File: src/hdl/srrw_state_ram.sv
// per-sender window state memory with reset-cleared valid bits
module srrw_state_ram #(
  parameter int DEPTH = 16,
  parameter int AW    = 4,
  parameter int DW    = 19
) (
  input  logic          clk,
  input  logic          rst_n,
  input  logic          rd_en,
  input  logic [AW-1:0] rd_addr,
  output logic [DW-1:0] rd_data,
  input  logic          wr_en,
  input  logic [AW-1:0] wr_addr,
  input  logic [DW-1:0] wr_data
);

  logic [DW-1:0]    mem_r [DEPTH];
  logic [DEPTH-1:0] vld_r;
  logic [DW-1:0]    rd_q_r;
  logic             rd_vld_r;

  // storage array, no reset
  always_ff @(posedge clk) begin
    if (wr_en) begin
      mem_r[wr_addr] <= wr_data;
    end
    if (rd_en) begin
      rd_q_r <= mem_r[rd_addr];
    end
  end

  // valid bits, an entry never written reads as all zero
  always_ff @(posedge clk) begin
    if (!rst_n) begin
      vld_r    <= '0;
      rd_vld_r <= 1'b0;
    end else begin
      if (wr_en) begin
        vld_r[wr_addr] <= 1'b1;
      end
      if (rd_en) begin
        rd_vld_r <= vld_r[rd_addr];
      end
    end
  end

  assign rd_data = rd_vld_r ? rd_q_r : '0;

endmodule

File: config.mk
export PLATFORM = sky130hd
export DESIGN_NAME = srrw_state_ram
export DESIGN_NICKNAME = d
export VERILOG_FILES = /design/src/hdl/srrw_state_ram.sv
export SDC_FILE = /design/constraint.sdc
export NUM_CORES = 1
export LEC_CHECK = 0
export BUFFER_PORTS_ARGS = -buffer_cell sky130_fd_sc_hd__buf_2
export CAP_MARGIN = 15
export CORE_MARGIN = 5
export CORE_UTILIZATION = 40
export DETAILED_ROUTE_END_ITERATION = 7
export PLACE_DENSITY = 0.61
export SLEW_MARGIN = 20
export SYNTH_ARGS = -nofsm -noshare
export SYNTH_HDL_FRONTEND = slang
export SYNTH_SLANG_ARGS = --single-unit
File: constraint.sdc
create_clock -name clk -period 2.6 [get_ports clk]
set_clock_uncertainty 0.2 [all_clocks]
set_input_delay 0.26 -clock clk [delete_from_list [all_inputs] [get_ports clk]]
set_output_delay 0.26 -clock clk [all_outputs]
set_load 0.1 [all_outputs]
# Yosys cells after proc, flatten, opt, wreduce, memory -nomap -nowiden

Memories as Yosys holds them, arrays and structs flattened. A register that Yosys moved wholly into a read port is not among the register bits.
Cells that the tools add are included.

Memories kept: 1
Output and inout port bits: 19
Input port bits: 31
Word-level logic and storage cells: 15
Flip-flop bits (word level): 17
Bits in writable memories: 304

Memory list:

| name  | words | bits a word | rd ports | clocked after memory_dff | write ports | line | source |
|---|---|---|---|---|---|---|---|
| mem_r | 16    | 19          | 1        | 1                        | 1           | 17   | `logic [DW-1:0] mem_r [DEPTH];` |

$lt $le $gt $ge: 3
Reduce and logical (&&, ||, !) cells: 1
Muxes and demuxes: 7
Bitwise gates (word level): 1

Operators by type and width:

| cell                 | number |
|---|---|
| $mux W19             | 1 |
| $or A16 B16 Y16      | 1 |
| $lt A4 B5 Y1 const B | 2 |
| $bmux W1 S4          | 1 |
| $demux W1 S4         | 1 |
| $ge A4 B1 Y1 const B | 1 |
| $mux W1              | 4 |
| $logic_and A1 B1 Y1  | 1 |

# Logic depth before layout (Yosys ltp)

Depth in word-level cells: 5
Gate-level depth with buffers: 7

# Worst setup path after synthesis

OpenSTA, ideal clock, no wires.

Kind: input to register
Start point: in wr_addr[2]
End point: mem mem_r[0][0] (enable)
Arrival time: 2.157 ns
Required time: 1.979 ns
Cell stages on the path: 2
Buffers on the path: 0
Slack: -0.179 ns
Path through: or3b_2 -> nor3_1

RTL lines:

| item               | line | source |
|---|---|---|
| start: declaration | 13   | `input logic [AW-1:0] wr_addr,` |
| end: declaration   | 17   |  |

Straight into the memory's write port.

# Worst setup path after layout

Start point: reg rd_vld_r
End point: out rd_data[10]

Longest elaborated chain between the ends: 1

Ends and longest elaborated chain:

| item                     | line | source |
|---|---|---|
| start: declaration       | 20   | `logic rd_vld_r;` |
| start signal: assignment | 42   | `rd_vld_r <= vld_r[rd_addr];` |
| $mux W19                 | 47   | `assign rd_data = rd_vld_r ? rd_q_r : '0;` |
| end: declaration         | 11   | `output logic [DW-1:0] rd_data,` |

No other way between the ends.

==> flow_summary.yaml <==
run_status:
  status: "finished clean"
final_layout:
  fin_area_mm2: 0.0152
  syn_to_final_growth_pct: 18.3
  final_cell_mix: "edfxtp_1, mux4_2, buf_2"
  final_net_count: 683
  drive_gt1_frac: 0.361
  n_antenna_cell: 0
  layout_commonest_cell: "edfxtp_1"
  final_util: 0.480
global_route:
  grt_start_max_net_pins: 33
  grt_pass1_wl_mm: 41.2
  antenna_found_initial: 0
  grt_pass1_vias: 6385
  gr-usage-all-layers: 0.157
  overflow: 0
synthesis:
  syn_inst: 537
  syn-num-nets: 568
  synthMuxAreaShare: 0.173
  ys_types: 22
  syn_area_mm2: 0.0128
  synth_warnings: 0
  ys_ff_latch: 340
  syn_avg_cell_area_um2: 23.9
  synth_top_family_by_area: "multiplexers"
  synthXorXnorAreaFrac: 0
  synth_simple_gate_area_frac: 0.0202
  ys_seq_area_frac: 0.783
  synth_compound_area_frac: 0.0120
  synth-adder-area-share: 0
placement:
  dpl_cell_area_mm2: 0.0139
  io_buffers: 49
  hpwlAfterDp_mm: 15.7
  gp_congestion: 0.751
die:
  die_area_mm2: 0.0357
  row_count: 65
  core_mm2: 0.0316
  die_x_um: 189
  start_util: 0.405
  num_io_pins: 50
  die_h_um: 189
worst_setup_path:
  critPathMaxFanout: 10
  crit_type: "reg -> out"
  arrival_ns: 1.99
  crit_required_ns: 2.14
  cp-end-kind: "primary output"
  cp-start-kind: "register"
route:
  vias: 5797
  ant_nets: 0
  drt_iter0_markers: 446
  viasPerCell: 5.38
  drt-total-wl_mm: 27.5
  drc: 0
  drtPass1Iterations: 4
  wl_per_cell_um: 25.5
sta:
  rsz0062_at_grt: "false"
  slew_headroom: 0.602
  post-route-period-util: 0.942
  timing.fmax_mhz: 408
  drv_slew: 0
  worst_slew_pin_slew_ns: 0.597
  setup_viol: 0
  min_period_ns: 2.45
  hold_viol: 0
  tns_ns: 0
cts:
  cts_sinks: 340
  cts_htree_levels: 2
  cts.clk_slew.worst_paths_ns: 0.06
  clock_latency_ns: 0.51
  post_cts_buffers: 0
  cts_tree: "done"
  numCtsBuffers: 35
  clock_path_buffers: 3
  cts_root_buffer: "clkbuf_16"
power:
  p_leak_nw: 4.93
  switchingPower_mw: 2.33
  p_int_mw: 9.27
  power_density_mw_per_mm2: 765
  total_power_mw: 11.6
  p_sw_frac: 0.201
  combPwrFrac: 0.057
  seqPwrFrac: 0.532
  p_clk_frac: 0.411
  irDropWorstVdd_mv: 0.417
worst_hold_path:
  worstHoldPathType: "in -> reg"
run:
  drv_cap: 0
## worst paths after layout
| path | start | to | slack (ns) | cells past startpoint |
|---|---|---|---|---|
| worst max-delay path | rd_vld_r$_SDFFE_PN0P_ | rd_data[10] | 0.15 | 3 |
| worst min-delay path | rd_addr[0] | rd_vld_r$_SDFFE_PN0P_ | 0.12 | 3 |
| worst max register to register | mem_r[15][16]$_DFFE_PP_ | rd_q_r[16]$_DFFE_PP_ | 0.78 | 2 |
| worst min register to register | vld_r[11]$_SDFFE_PN0P_ | vld_r[11]$_SDFFE_PN0P_ | 0.26 | 1 |
## sequential cells by signal (all words and copies together) (netlist names)
| name | cells |
|---|---|
| rd_q_r | 19 |
| mem_r | 304 |
| vld_r | 16 |
| rd_vld_r | 1 |
## power groups by stage
stage	clock [mW]	sequential (mW)	combinational [mW]
2_1_floorplan	0	6.27	0.409
3_3_place_gp	0	6.28	0.624
3_5_place_dp	0	6.29	0.646
4_1_cts	4.89	6.17	0.674
5_1_grt	5.13	6.18	0.706
6_report	4.77	6.17	0.659
## through the flow
step,instances,setup WS [ns],hold WS [ns]
floorplan,537,0.122,0.159
global placement,996,0.426,0.242
detailed placement,996,0.366,0.254
CTS,1078,0.105,0.119
global route,1078,0.0562,0.140
finish,1078,0.151,0.121
## worst max-delay path, cell delays in order, from the launching register on
cell	delay, ns
dfxtp_1	0.66
buf_4	0.26
and2_1	0.14
buf_2	0.42
## Yosys cell counts
cell type    n  area share
a221oi_1     2      0.0014
mux2i_1      4      0.0031
nand2_1      2     0.00059
and2_1      19      0.0093
nor2b_1      1     0.00049
nor2_1      14      0.0041
a32oi_1      1     0.00068
clkbuf_1    13      0.0038
nand3_1      2     0.00078
nand2b_1     2     0.00098
nor3_1       4      0.0016
inv_1        1     0.00029
dfxtp_1     17       0.027
buf_8        2      0.0023
or3b_2       1     0.00068
buf_2       11      0.0043
o211ai_1     1     0.00059
buf_6        1     0.00088
nand3b_1     3      0.0018
edfxtp_1   323        0.76
mux4_2      97        0.17
o21a_1      16      0.0094
## metal layers
| metal | wire, um | vias to the layer above | global-route usage | share of wire |
|---|---|---|---|---|
| li1 | - | 2508 | - | - |
| met1 | 10700 | 3098 | 0.193 | 0.39 |
| met2 | 14800 | 142 | 0.285 | 0.54 |
| met3 | 1340 | 49 | 0.0278 | 0.049 |
| met4 | 644 | 0 | 0.0426 | 0.023 |
| met5 | 0 | - | 0 | 0 |
## area by class of cell
class / count / area (um2)
clock buffers: 49 / 991
clock inverters: 12 / 108
fillers: 2500 / 16500
inverters: 1 / 3.75
multi-input cells: 169 / 2690
flip-flops and latches: 340 / 10000
well taps: 402 / 503
repair buffers: 105 / 836
## kinds of logic (layout without fill, tap and decap cells)
logic type	count (synthesis)	after routing
multiplexers	101	101
buffers and inverters	28	167
flip-flops	340	340
AO/OA/AOI/OAI	20	20
AND/OR/NAND/NOR	48	48
## repair_timing
item                      4_1_cts  5_1_grt
hold buffers                   21        0
gates resized for setup         0        0
hold endpoints to repair      327        0
Note: power is estimated with default switching activity, not from simulation.
