$ cat config.mk
export PLATFORM = sky130hd
export DESIGN_NAME = srrw_ctrl
export DESIGN_NICKNAME = d
export VERILOG_FILES = /design/src/hdl/srrw_pkg.sv /design/src/hdl/srrw_modalu.sv /design/src/hdl/srrw_ctrl.sv
export SDC_FILE = /design/constraint.sdc
export NUM_CORES = 1
export LEC_CHECK = 0
export BUFFER_PORTS_ARGS = -buffer_cell sky130_fd_sc_hd__buf_2
export CAP_MARGIN = 10
export CORE_UTILIZATION = 42
export DETAILED_ROUTE_END_ITERATION = 10
export PLACE_DENSITY = 0.7
export SLEW_MARGIN = 20
export SYNTH_ARGS = -nofsm -noshare
export SYNTH_HDL_FRONTEND = slang
export SYNTH_SLANG_ARGS = --single-unit
$ cat constraint.sdc
create_clock -name clk -period 17.1 [get_ports clk]
set_clock_uncertainty 0.1 [all_clocks]
set_input_delay 0.855 -clock clk [delete_from_list [all_inputs] [get_ports clk]]
set_output_delay 0.855 -clock clk [all_outputs]
set_load 0.05 [all_outputs]
$ cat src/hdl/srrw_pkg.sv
// shared types and constants for the selective-repeat receiver window
package srrw_pkg;

  // fixed field widths of the frame and result ports
  localparam int PEER_W     = 4;
  localparam int DEST_W     = 8;
  localparam int SEQ_W      = 8;
  localparam int WIN_W      = 4;
  localparam int PAY_PORT_W = 64;

  // operand width of the modular unit, wide enough to hold a 256 modulus
  localparam int VAL_W = 9;

  // configuration port
  localparam int CFG_IDX_W  = 1;
  localparam int CFG_DATA_W = 8;

  typedef enum logic [CFG_IDX_W-1:0] {
    REG_RECEIVER_ID  = 1'b0,
    REG_WINDOW_SLOTS = 1'b1
  } cfg_reg_t;

  // result kinds
  localparam logic KIND_DELIVERY = 1'b0;
  localparam logic KIND_ACK      = 1'b1;

  // reset value of the window size register
  localparam logic [WIN_W-1:0] WINDOW_SLOTS_RST = 4'd8;

  // modular unit operations
  typedef enum logic {
    ALU_ADD = 1'b0,
    ALU_SUB = 1'b1
  } alu_op_t;

  typedef struct packed {
    alu_op_t          op;
    logic [VAL_W-1:0] a;
    logic [VAL_W-1:0] b;
    logic [VAL_W-1:0] m;
  } alu_req_t;

  typedef struct packed {
    logic [VAL_W-1:0] res;
    logic             wrap;
  } alu_rsp_t;

endpackage

$ cat src/hdl/srrw_modalu.sv
// shared modular add / subtract unit used by the window sequencer
module srrw_modalu
  import srrw_pkg::*;
(
  input  alu_req_t req,
  output alu_rsp_t rsp
);

  logic [VAL_W:0]   sum;
  logic             sum_ge;
  logic [VAL_W-1:0] dif;
  logic             a_ge_b;

  // add with one conditional subtract of the modulus
  assign sum    = {1'b0, req.a} + {1'b0, req.b};
  assign sum_ge = (sum >= {1'b0, req.m});

  // subtract with one conditional add of the modulus
  assign dif    = req.a - req.b;
  assign a_ge_b = (req.a >= req.b);

  always_comb begin
    case (req.op)
      ALU_ADD: begin
        rsp.wrap = sum_ge;
        rsp.res  = sum_ge ? VAL_W'(sum - {1'b0, req.m}) : sum[VAL_W-1:0];
      end
      ALU_SUB: begin
        rsp.wrap = !a_ge_b;
        rsp.res  = a_ge_b ? dif : VAL_W'(dif + req.m);
      end
      default: begin
        rsp.wrap = 1'b0;
        rsp.res  = '0;
      end
    endcase
  end

endmodule

$ cat src/hdl/srrw_ctrl.sv
// window sequencer: reduce, place, release and acknowledge one frame
module srrw_ctrl
  import srrw_pkg::*;
#(
  parameter int SEQ_SPACE    = 256,
  parameter int WINDOW_MAX   = 8,
  parameter int PAYLOAD_BITS = 64,
  parameter int SIDX_W       = 4,
  parameter int WSL_W        = 3
) (
  input  logic                          clk,
  input  logic                          rst_n,
  // frame taken this cycle
  input  logic                          go,
  input  logic [PEER_W-1:0]             src,
  input  logic [SEQ_W-1:0]              seq,
  input  logic [PAYLOAD_BITS-1:0]       pay,
  input  logic [WIN_W-1:0]              wnd,
  output logic                          busy,
  // window state memory
  output logic                          st_rd_en,
  output logic [SIDX_W-1:0]             st_rd_addr,
  input  logic [SEQ_W+WSL_W+WINDOW_MAX-1:0] st_rd_data,
  output logic                          st_wr_en,
  output logic [SIDX_W-1:0]             st_wr_addr,
  output logic [SEQ_W+WSL_W+WINDOW_MAX-1:0] st_wr_data,
  // payload slot memory
  output logic                          sl_rd_en,
  output logic [SIDX_W+WSL_W-1:0]       sl_rd_addr,
  input  logic [PAYLOAD_BITS-1:0]       sl_rd_data,
  output logic                          sl_wr_en,
  output logic [SIDX_W+WSL_W-1:0]       sl_wr_addr,
  output logic [PAYLOAD_BITS-1:0]       sl_wr_data,
  // result transaction
  output logic                          out_valid,
  output logic                          out_result_kind,
  output logic [PEER_W-1:0]             out_peer_id,
  output logic [SEQ_W-1:0]              out_ack_number,
  output logic [WIN_W-1:0]              out_advertised_window,
  output logic [PAY_PORT_W-1:0]         out_delivered_payload,
  output logic                          out_last_of_run
);

  localparam int ST_W = SEQ_W + WSL_W + WINDOW_MAX;

  typedef enum logic [3:0] {
    S_IDLE,
    S_SEQRED,
    S_LEN,
    S_BSRED,
    S_POS,
    S_SCAN_RD,
    S_SCAN_OUT,
    S_SCAN_NXT,
    S_WB,
    S_ACK
  } state_t;

  state_t                  state_r;
  logic [PEER_W-1:0]       src_r;
  logic [VAL_W-1:0]        x_r;
  logic [SEQ_W-1:0]        base_r;
  logic [WSL_W-1:0]        bslot_r;
  logic [WSL_W-1:0]        p_r;
  logic [SEQ_W-1:0]        len_r;
  logic [WINDOW_MAX-1:0]   bmap_r;
  logic [PAYLOAD_BITS-1:0] pay_r;
  logic                    adv_r;

  logic                    out_valid_r;
  logic                    out_kind_r;
  logic [SEQ_W-1:0]        out_ack_r;
  logic [WIN_W-1:0]        out_win_r;
  logic [PAY_PORT_W-1:0]   out_pay_r;
  logic                    out_last_r;

  logic [VAL_W-1:0]        src_ext;
  logic [SIDX_W-1:0]       sidx_in;
  logic [SIDX_W-1:0]       sidx_r;
  logic [VAL_W-1:0]        seq_mod;
  logic [VAL_W-1:0]        wnd_mod;
  logic [WSL_W-1:0]        res_slot;

  alu_req_t                req;
  alu_rsp_t                rsp;

  assign src_ext  = VAL_W'(src);
  assign sidx_in  = src_ext[SIDX_W-1:0];
  assign sidx_r   = SIDX_W'(VAL_W'(src_r));
  assign seq_mod  = VAL_W'(SEQ_SPACE);
  assign wnd_mod  = VAL_W'(wnd);
  assign res_slot = rsp.res[WSL_W-1:0];

  // shared modular unit
  srrw_modalu u_alu (
    .req (req),
    .rsp (rsp)
  );

  // operand selection for the shared unit
  always_comb begin
    req.op = ALU_ADD;
    req.a  = '0;
    req.b  = '0;
    req.m  = seq_mod;
    unique case (state_r)
      S_SEQRED: begin
        req.a = x_r;
      end
      S_LEN: begin
        req.op = ALU_SUB;
        req.a  = x_r;
        req.b  = VAL_W'(base_r);
      end
      S_BSRED: begin
        req.a = VAL_W'(p_r);
        req.m = wnd_mod;
      end
      S_POS: begin
        req.a = VAL_W'(p_r);
        req.b = VAL_W'(len_r);
        req.m = wnd_mod;
      end
      S_SCAN_OUT: begin
        req.a = VAL_W'(base_r);
        req.b = VAL_W'(1);
      end
      S_SCAN_NXT: begin
        req.a = VAL_W'(p_r);
        req.b = VAL_W'(1);
        req.m = wnd_mod;
      end
      S_ACK: begin
        req.op = ALU_SUB;
        req.a  = VAL_W'(base_r);
        req.b  = VAL_W'(1);
      end
      default: begin
        req.op = ALU_ADD;
      end
    endcase
  end

  // memory requests
  assign st_rd_en   = go;
  assign st_rd_addr = sidx_in;
  assign st_wr_en   = (state_r == S_WB);
  assign st_wr_addr = sidx_r;
  assign st_wr_data = {base_r, (adv_r ? p_r : bslot_r), bmap_r};

  assign sl_wr_en   = (state_r == S_POS);
  assign sl_wr_addr = {sidx_r, res_slot};
  assign sl_wr_data = pay_r;
  assign sl_rd_en   = (state_r == S_SCAN_RD) && bmap_r[p_r];
  assign sl_rd_addr = {sidx_r, p_r};

  assign busy = (state_r != S_IDLE);

  // sequencer and registered results
  always_ff @(posedge clk) begin
    if (!rst_n) begin
      state_r     <= S_IDLE;
      out_valid_r <= 1'b0;
    end else begin
      out_valid_r <= (state_r == S_SCAN_OUT) || (state_r == S_ACK);
      unique case (state_r)
        S_IDLE: begin
          if (go) begin
            src_r   <= src;
            x_r     <= VAL_W'(seq);
            pay_r   <= pay;
            state_r <= S_SEQRED;
          end
        end
        // sequence number modulo the sequence space, one subtract a cycle
        S_SEQRED: begin
          x_r <= rsp.res;
          if (!rsp.wrap) begin
            base_r  <= st_rd_data[ST_W-1 -: SEQ_W];
            bslot_r <= st_rd_data[WINDOW_MAX +: WSL_W];
            bmap_r  <= st_rd_data[WINDOW_MAX-1:0];
            state_r <= S_LEN;
          end
        end
        // distance from the window base
        S_LEN: begin
          len_r <= rsp.res[SEQ_W-1:0];
          p_r   <= bslot_r;
          adv_r <= 1'b0;
          if (rsp.res < wnd_mod) begin
            state_r <= S_BSRED;
          end else begin
            state_r <= S_ACK;
          end
        end
        // base slot modulo the window size
        S_BSRED: begin
          p_r <= res_slot;
          if (!rsp.wrap) begin
            state_r <= S_POS;
          end
        end
        // store the payload and mark its slot
        S_POS: begin
          bmap_r[res_slot] <= 1'b1;
          if (len_r == '0) begin
            adv_r   <= 1'b1;
            state_r <= S_SCAN_RD;
          end else begin
            state_r <= S_WB;
          end
        end
        // release contiguous slots from the base
        S_SCAN_RD: begin
          if (bmap_r[p_r]) begin
            state_r <= S_SCAN_OUT;
          end else begin
            state_r <= S_WB;
          end
        end
        S_SCAN_OUT: begin
          out_kind_r       <= KIND_DELIVERY;
          out_ack_r        <= '0;
          out_win_r        <= '0;
          out_pay_r        <= PAY_PORT_W'(sl_rd_data);
          out_last_r       <= 1'b0;
          bmap_r[p_r]      <= 1'b0;
          base_r           <= rsp.res[SEQ_W-1:0];
          state_r          <= S_SCAN_NXT;
        end
        S_SCAN_NXT: begin
          p_r     <= res_slot;
          state_r <= S_SCAN_RD;
        end
        S_WB: begin
          state_r <= S_ACK;
        end
        // cumulative ack closes the run
        S_ACK: begin
          out_kind_r  <= KIND_ACK;
          out_ack_r   <= rsp.res[SEQ_W-1:0];
          out_win_r   <= wnd;
          out_pay_r   <= '0;
          out_last_r  <= 1'b1;
          state_r     <= S_IDLE;
        end
        default: begin
          state_r <= S_IDLE;
        end
      endcase
    end
  end

  assign out_valid             = out_valid_r;
  assign out_result_kind       = out_kind_r;
  assign out_peer_id           = src_r;
  assign out_ack_number        = out_ack_r;
  assign out_advertised_window = out_win_r;
  assign out_delivered_payload = out_pay_r;
  assign out_last_of_run       = out_last_r;

endmodule

# Word level (Yosys, flattened, before mapping)
# Cells that the tools add are included.
[totals] regBits=190 elab_cells=108
[classes] add_sub_neg=4 n_lt_le_gt_ge=7 eq_ne=13 muxes=34 bitwise=5 reduce_logical=30
[op_table] operator="one-hot mux 64 bit (2 select lines)" count=1
[op_table] operator="one-hot mux 8 bit (3 select lines)" count=2
[op_table] operator="2-to-1 mux 9 bit" count=4
[op_table] operator="one-hot mux 4 bit (9 select lines)" count=1
[op_table] operator="one-hot mux 8 bit (2 select lines)" count=2
[op_table] operator="one-hot mux 9 bit (3 select lines)" count=1
[op_table] operator="2-to-1 mux 4 bit" count=6
[op_table] operator="AND reduction 3 bit" count=7
[op_table] operator="one-hot mux 10 bit (2 select lines)" count=1
[op_table] operator="one-hot mux 9 bit (2 select lines)" count=1
[op_table] operator="equality test 4 x 3 -> 1 bit (second input constant)" count=4
[op_table] operator="2-to-1 mux 8 bit" count=2
[op_table] operator="adder 9 x 8 -> 10 bit" count=1
[op_table] operator="greater-or-equal comparator 10 x 9 -> 1 bit" count=1
[op_table] operator="nonzero test 2 bit" count=5
[op_table] operator="adder 9 bit" count=1
[op_table] operator="greater-or-equal comparator 9 x 8 -> 1 bit" count=1
[op_table] operator="less-than comparator 9 x 4 -> 1 bit" count=1
[op_table] operator="subtractor 9 x 8 -> 9 bit" count=1
[op_table] operator="subtractor 9 bit" count=1
[op_table] operator="bitwise AND 8 bit" count=1
[op_table] operator="equality test 4 x 2 -> 1 bit (second input constant)" count=2
[op_table] operator="equality test 4 bit (second input constant)" count=2
[op_table] operator="logical NOT 8 bit" count=1
[op_table] operator="other kinds (24)" count=43

# Logic depth before layout (Yosys ltp)
# Gate-level depths: netlist of the first run.
[depth] depth_word=13 mapped_depth=29 mapped_depth_nobuf=29

# Cells and area by module
# From an unflattened synthesis of the first run, not the netlist that was laid out.
[unflattened] cells_unflattened=747 hier_area_um2=9557.9
[by_module_without_submodules] mod="srrw_ctrl" n_inst=1 cells_each=490 area_per_inst_um2=7642.3 seq_area_each_um2=5655.4
[by_module_without_submodules] mod="srrw_modalu" n_inst=1 cells_each=257 area_per_inst_um2=1915.6 seq_area_each_um2=0.0

# Worst setup path after synthesis of the first run
# Ideal clock, no wire load.
[synth_timing] path_type="reg-to-reg" from="register state_r[2]" to="register state_r[3]" arrival_ns=5.816 required_ns=16.881 slack_ns=11.066 stages_incl_launch_ff=27 path_buffers=1 synth_period_minus_slack_ns=6.034 path_cell_list="dfxtp_1 -> buf_2 -> nor2b_1 -> nand2_1 -> clkinv_1 -> a22o_1 -> fa_1 -> a21o_1 -> a221oi_1 -> o21bai_1 -> xor2_1 -> ha_1 -> a221o_2 -> or3_4 -> o22ai_4 -> nor3_1 -> a31oi_1 -> o21a_4 -> inv_4 -> ha_1 -> nor2b_1 -> o21ai_0 -> nand2b_1 -> a21oi_1 -> and4_1 -> nand3_1 -> o221a_1"
[synth_lines] item="start: declaration" line="srrw_ctrl.sv:59" rtl="state_t state_r;"
[synth_lines] item="start signal: assignment" line="srrw_ctrl.sv:162" rtl="state_r <= S_IDLE;"
[synth_lines] item="start signal: assignment" line="srrw_ctrl.sv:172" rtl="state_r <= S_SEQRED;"
[synth_lines] item="start signal: assignment" line="srrw_ctrl.sv:182" rtl="state_r <= S_LEN;"

# Worst setup path after layout of the first run
[layout_timing] from="register state_r[0]" to="output port sl_wr_addr[2]"
[layout_via] elab_chain_cells=7 word_cells_on_any_way=26 classes_between="add/sub: 4; order compare: 2; eq/ne: 7; mux: 7; bitwise: 1; reduce/logical: 5"
[layout_lines] item="equality test 4 x 3 -> 1 bit (tied with other cells)" line="srrw_ctrl.sv:106" rtl="unique case (state_r)"
[layout_lines] item="OR reduction 3 bit (no line) or OR reduction 2 bit (tied branches)"
[layout_lines] item="one-hot mux 9 bit (3 select lines) or one-hot mux 8 bit (3 select lines) (tied branches)" line="srrw_ctrl.sv:106"
[layout_lines] item="subtractor 9 x 8 -> 9 bit or adder 9 x 8 -> 10 bit (tied branches)" line="srrw_modalu.sv:19, srrw_modalu.sv:15"
[layout_lines] item="adder 9 bit (tied with other cells)" line="srrw_modalu.sv:30" rtl="rsp.res = a_ge_b ? dif : VAL_W'(dif + req.m);"
[layout_lines] item="2-to-1 mux 9 bit (on tied branches)" line="srrw_modalu.sv:30, srrw_modalu.sv:26"
[layout_lines] item="one-hot mux 10 bit (2 select lines) *" line="srrw_modalu.sv:23" rtl="case (req.op)"
[layout_lines] item="end: declaration" line="srrw_ctrl.sv:32" rtl="output logic [SIDX_W+WSL_W-1:0] sl_wr_addr,"
# Mark *: on every way between the ends. The rest lies on a longest branch, timed or not.

==> results of run 1 <==
cells by family (layout without fill, tap and decap cells):
family                     Yosys count  in the layout  synth area share
DFF                                190            190             0.600
adders and majority gates           32             32            0.0456
AOI/OAI and AO/OA                  155            155             0.125
buffers and inverters               92            435            0.0496
xor gates and xnor gates            20             20            0.0206
muxes                               12             12            0.0163
and+or+nand+nor                    246            246             0.143
other                                0              4                 0
power by group:
group          internal, uW  total [uW]  switching [uW]
clock network           197         400             203
registers               583         612            29.7
logic                   338        1050             716
synthesized netlist by cell type (all sizes together) (3+ instances only):
library cell / number
a221oi: 3
o21a: 5
mux2i: 6
o22ai: 4
inv: 39
o31ai: 4
clkbuf: 19
a22o: 11
nor4: 6
or2: 7
nand2b: 14
o311ai: 13
o21ai: 42
a31oi: 4
buf: 31
a222oi: 3
dfxtp: 5
nor2b: 11
and3b: 3
clkinv: 3
xor2: 9
ha: 28
and2: 70
a211oi: 3
a211o: 4
o211ai: 12
or4: 3
fa: 4
nand2: 62
nor3: 15
nor2: 35
a21o: 6
mux2: 4
nand3: 4
edfxtp: 185
nor3b: 5
xnor2: 11
a21oi: 21
flip-flops by register name, summed over array words and instances, names as in the netlist, 8 cells and up:
signal                 flops
x_r                        9
base_r                     8
out_ack_number             8
out_delivered_payload     64
sl_wr_data                64
bmap_r                     8
len_r                      8
through the flow:
| step | utilization | total power (uW) | worst slack (ns) | hold WS (ns) |
|---|---|---|---|---|
| final | 0.544 | 2070 | 9.47 | 0.471 |
| after global routing | 0.544 | 2170 | 9.06 | 0.466 |
| after CTS | 0.544 | 2060 | 9.55 | 0.468 |
| after detailed placement | 0.517 | 1660 | 9.78 | 0.448 |
| after global placement | 0.517 | 1660 | 9.96 | 0.450 |
| after floorplan | - | 1430 | 11.07 | 0.418 |
cell type report:
| cell class | instances | area [um2] |
|---|---|---|
| antenna | 4 | 10.0 |
| fill | 1924 | 9980 |
| timing repair buffer | 361 | 1810 |
| sequential | 190 | 5660 |
| tap | 280 | 350 |
| clock inverter | 15 | 169 |
| inverter | 42 | 165 |
| clock buffer | 17 | 425 |
| multi-input combinational | 465 | 3320 |
layer usage:
metal  up-vias  routed length (um)
met2       326               13200
met4         0                 488
met3        31                2130
li1       3420                   -
met1      3521               11700
met5         -                   0
worst reg2reg max path: cells and delay by family, from the launching register on:
| kind | cells | cell delay [ns] |
|---|---|---|
| flops | 1 | 0.70 |
| xor+xnor | 1 | 0.17 |
| fa+ha+maj | 4 | 1.17 |
| compound gates | 11 | 2.81 |
| buf+inv | 2 | 0.18 |
| simple gates | 9 | 2.23 |
worst paths after layout:
path	end	depth (start not counted)	slack [ns]
hold reg to reg	p_r[1]$_DFFE_PP_	2	0.47
hold / removal	p_r[1]$_DFFE_PP_	2	0.47
setup reg to reg	state_r[3]$_SDFFE_PN0P_	27	9.64
setup / recovery	sl_wr_addr[2]	19	9.47
==> flow_summary.ini, run 1 <==
[run_status]
outcome = complete, no violations

[drt]
dr.first_iter.drc_count = 500
via_per_inst = 5.31
num_vias = 7298
routedWlPerCell_um = 20.1
route.detailed.drc = 0
first_pass_iters = 7
routed_wl_mm = 27.6
ant_nets = 0

[synthesis]
ys.flop_type = edfxtp_1
yosys.cell_types.count = 85
seq_area_frac_synth = 0.600
ys_seq_elements = 190
ys_async_sr_fraction = 0
ys_warn_count = 0
syn_area_mm2 = 0.00943
synth_top_cell_by_area = edfxtp_1
synth_top_area_frac = 0.589
synth-edff-count = 185
synth_nets = 945
yosys-top-cells-area = edfxtp_1 (59%), and2_1 (4.6%), ha_1 (3.7%)
synth.avg_cell_area_um2 = 12.6
syn-instance-count = 747

[cells_and_area]
layout-drive-gt1-share = 0.400
area_growth_pct = 26.4
fin_nets = 1275
layout_commonest_cell = buf_2
finalNonFillerCells = 1374
final_area_mm2 = 0.0119
final_cell_mix = buf_2 (358), edfxtp_1 (185), and2_1 (70)

[die]
die_y_um = 152
die_area_mm2 = 0.0231
coreArea_mm2 = 0.0219
initial_core_util = 0.431
rows = 54
fp.dieW_um = 152
pin_count = 359

[clocking]
clkLatencyLatePin_ns = 0.44
cts_root_buf = clkbuf_16
cts.repair.resized = 0
cts_buffer_depth = 2
cts_buffers = 17
clkSinkCount = 190
cts_hold_buf = 0
cts_max_level = 4
postCtsSetupBuffers = 0
path_clk_slew_ns = 0.08
cts_tree = yes

[min_path]
min-delay-start = bslot_r[1]$_DFFE_PP_
hp-class = flip-flop to flip-flop

[critical_path]
critPathKind = flip-flop to primary output
cp-end-kind = primary output
cp.required_ns = 16.15
cp_num_buf_inv = 3
worstPathArrival_ns = 6.68
cp_top_family = compound AO/OA/AOI/OAI gates
crit_slowest_cell = dfxtp_1
max_stage_delay_ns = 0.70
startpoint = state_r[0]$_SDFFE_PN0P_
crit_fanout = 20
path_cells = nor2_1 > nand2_1 > nand2_1 > a222oi_1 > inv_1 > ha_1 > fa_1 > a21o_1 > a221oi_1 > o21bai_1 > xor2_1 > ha_1 > a221o_2 > or3_4 > o22ai_4 > mux2_4 > o21ai_4 > inv_1 > buf_2
crit-reg2reg-launch = state_r[0]$_SDFFE_PN0P_
startpoint_type = flip-flop

[placement]
placed_cell_area_mm2 = 0.0113
gp_congestion = 0.928
dpl.cell_count = 1338
dpl.hpwl_mm = 21.2
port_buffers = 358

[run]
max_cap_violations = 0

[timing]
finalHoldViolations = 0
slew_violations = 0
finalSetupTns_ns = 0
rsz0062_at_grt = no
finalCritPeriodShare = 0.446
finalSetupViolCount = 0
slew-limit-headroom = 0.287
fmax_mhz = 131
tightest_slew_ns = 1.06
min_period_ns = 7.63

[power_and_ir_drop]
leakage_uw = 0.00501
peakVddDrop_uv = 110
power_density_mw_per_mm2 = 173

[global_routing]
grt-busiest-layer = met2
grt_max_degree = 79
antenna_found_initial = 2
met2_usage = 0.386
grt_overflow = 0
grt_pass1_wl_mm = 41.1
met1_usage = 0.310
grtUsageTotal = 0.235
met3_usage = 0.0539
grt_pass1_vias = 6980
Note: power is estimated with default switching activity, not from simulation.
==> run 2: changes to the inputs <==
- ABC_AREA: not set -> 1
- clock period: 17.1 -> 7.92 ns (I/O delays scaled with it)
==> run 2 against run 1 <==
Setup slack got worse by 7.5 ns; clock power rose by 110%; combinational power grew 140%; total power rose by 130%; critical path depth is 6 higher; sequential share of layout area shrank 0.15 points; synthesized cell count increased by 27%; non-clock buffer count up 3; sequential power grew 120%.
==> flow_summary.ini, run 2 <==
[clocking]
clkLatencyLatePin_ns = 0.43
path_clk_slew_ns = 0.09
cts_root_buf = clkbuf_16
cts_tree = yes
cts_max_level = 4
cts_buffers = 17
postCtsSetupBuffers = 0
cts.repair.resized = 0
clkSinkCount = 190
cts_buffer_depth = 2
cts_hold_buf = 0

[critical_path]
rr_worst_depth = 25
startpoint_type = flip-flop
crit_path_frequent_cell = nand2_1
crit_slowest_cell = nor2_1
reg2reg_to = bmap_r[5]$_DFFE_PP_
critPathKind = flip-flop to flip-flop
cp.required_ns = 7.88
crit-reg2reg-launch = state_r[1]$_SDFFE_PN0P_
cp-end-kind = flip-flop
ff2ff_setup_slack_ns = 1.94
max_stage_delay_ns = 0.54
crit_fanout = 11
worstPathArrival_ns = 5.94

[timing]
fmax_mhz = 167
min_period_ns = 5.98
slew_violations = 0
finalSetupTns_ns = 0
rsz0062_at_grt = no
finalHoldViolations = 0
finalSetupViolCount = 0
finalCritPeriodShare = 0.754
slew-limit-headroom = 0.312
tightest_slew_ns = 1.03

[synthesis]
syn_area_mm2 = 0.00943
synth_top_area_frac = 0.589
yosys.cell_types.count = 42
syn-instance-count = 949
ys_async_sr_fraction = 0
ys_warn_count = 0
ys.flop_type = edfxtp_1
synth_nets = 1147
synth_top_cell_by_area = edfxtp_1
synth.most_common_cell = edfxtp_1
synth-edff-count = 185
seq_area_frac_synth = 0.600
synth.avg_cell_area_um2 = 9.93
ys_seq_elements = 190
ys_top_cells_by_count = edfxtp_1 (185), inv_1 (170), nand2_1 (157), nor2_1 (128), nand3_1 (64)
yosys-top-cells-area = edfxtp_1 (59%), inv_1 (6.8%), nand2_1 (6.3%)

[min_path]
hold-path-endpoint = sl_wr_data[41]$_DFFE_PP_
hp-class = input port to flip-flop
min_path_cells = 1
min-delay-start = pay[41]

[die]
rows = 54
coreArea_mm2 = 0.0219
pin_count = 359
fp.dieW_um = 152
initial_core_util = 0.431
die_y_um = 152
die_area_mm2 = 0.0231

[power_and_ir_drop]
power_frac_seq = 0.286
p_clk_frac = 0.179
power_switching_share = 0.495
peakVddDrop_uv = 219
p_int_uw = 2360
comb_power_share = 0.535
switchingPower_uw = 2320
power_density_mw_per_mm2 = 392
leakage_uw = 0.00564

[placement]
dpl.cell_count = 1550
port_buffers = 358
dpl.hpwl_mm = 22.0
gp_congestion = 0.953

[drt]
dr.first_iter.drc_count = 799
num_vias = 7866
ant_nets = 0
via_per_inst = 4.97
routedWlPerCell_um = 17.7
routed_wl_mm = 28.0
route.detailed.drc = 0
first_pass_iters = 5

[cells_and_area]
finalNonFillerCells = 1583
final_cell_mix = buf_2 (358), edfxtp_1 (185), inv_1 (170)
area_growth_pct = 26.8
n_fill_cell = 2004
layout_commonest_cell = buf_2
fin_nets = 1487
layout-drive-gt1-share = 0.345

[run]
max_cap_violations = 0

[run_status]
outcome = complete, no violations

[global_routing]
antenna_found_initial = 2
grtUsageTotal = 0.244
grt_max_degree = 73
grt_pass1_vias = 7580
grt_overflow = 0
grt_pass1_wl_mm = 42.7
==> run 2: cell types whose count changed after synthesis, sizes merged, moves of 8 or more <==
cell	before	now
a22o	11	0
and2	70	1
inv	39	182
nand2	62	177
nand2b	14	0
nand3	4	67
nand4	2	10
nor2	35	133
nor2b	11	0
nor3	15	6
o211ai	12	4
o311ai	13	0
xnor2	11	1
==> run 2: cell families (layout without fill, tap and decap cells) <==
group | after synthesis | in the layout | share of synthesized area
compound gates | 95 | 95 | 0.0614
simple gates | 396 | 396 | 0.183
buf+inv | 226 | 578 | 0.101
fa+ha+maj | 32 | 32 | 0.0457
other cells | 0 | 2 | 0
xor+xnor | 10 | 10 | 0.00929
flops | 190 | 190 | 0.600
==> run 2: worst max-delay path: cells and delay by family, from the launching register on <==
family / cells / cell delay, ns
xor gates and xnor gates: 1 / 0.21
adders and majority gates: 2 / 0.69
buffers and inverters: 2 / 0.20
and+or+nand+nor: 16 / 2.64
AOI/OAI and AO/OA: 4 / 1.38
DFF: 1 / 0.40
==> run 2: final cells by class <==
cell class	instances	area [um2]	area share
flip-flops and latches	190	5660	0.473
well taps	280	350	0.0293
diodes	2	5.00	0.000419
multi-input cells	533	2840	0.238
repair buffers	364	1840	0.154
clock buffers	17	425	0.0356
inverters	183	692	0.0579
clock inverters	14	145	0.0121
==> run 2: metal layers <==
| layer | share of wire | track usage | vias up |
|---|---|---|---|
| li1 | - | - | 3757 |
| met1 | 0.40 | 0.305 | 3656 |
| met2 | 0.49 | 0.407 | 416 |
| met3 | 0.092 | 0.0670 | 37 |
| met4 | 0.021 | 0.0781 | 0 |
| met5 | 0 | 0 | - |
==> run 2: how the worst max path moves through the flow <==
stage | from | to | slack [ns]
global route | state_r[1]$_SDFFE_PN0P_ | bmap_r[5]$_DFFE_PP_ | 1.47
CTS | state_r[1]$_SDFFE_PN0P_ | sl_wr_addr[2] | 1.99
finish | state_r[1]$_SDFFE_PN0P_ | bmap_r[5]$_DFFE_PP_ | 1.94
floorplan | state_r[1]$_SDFFE_PN0P_ | out_ack_number[0]$_SDFFCE_PN0P_ | 2.80
global placement | state_r[1]$_SDFFE_PN0P_ | bmap_r[0]$_DFFE_PP_ | 2.23
detailed placement | state_r[1]$_SDFFE_PN0P_ | bmap_r[3]$_DFFE_PP_ | 2.06
==> run 2: through the flow <==
step	util	area, um2	worst slack [ns]	power, uW	hold WS (ns)
after global placement	0.520	11400	2.23	3800	0.412
after CTS	0.546	11900	1.99	4670	0.0156
after detailed placement	0.520	11400	2.06	3830	0.427
after global routing	0.546	12000	1.47	4990	0.0105
after floorplan	-	9430	2.80	3280	0.394
final	0.546	12000	1.94	4680	0.0306
==> run 2: power groups by stage <==
stage	Combinational (uW)	Clock, uW	Sequential [uW]
2_1_floorplan	1650	0	1630
4_1_cts	2480	852	1340
3_5_place_dp	2470	0	1360
6_report	2510	837	1340
3_3_place_gp	2440	0	1360
5_1_grt	2760	888	1350
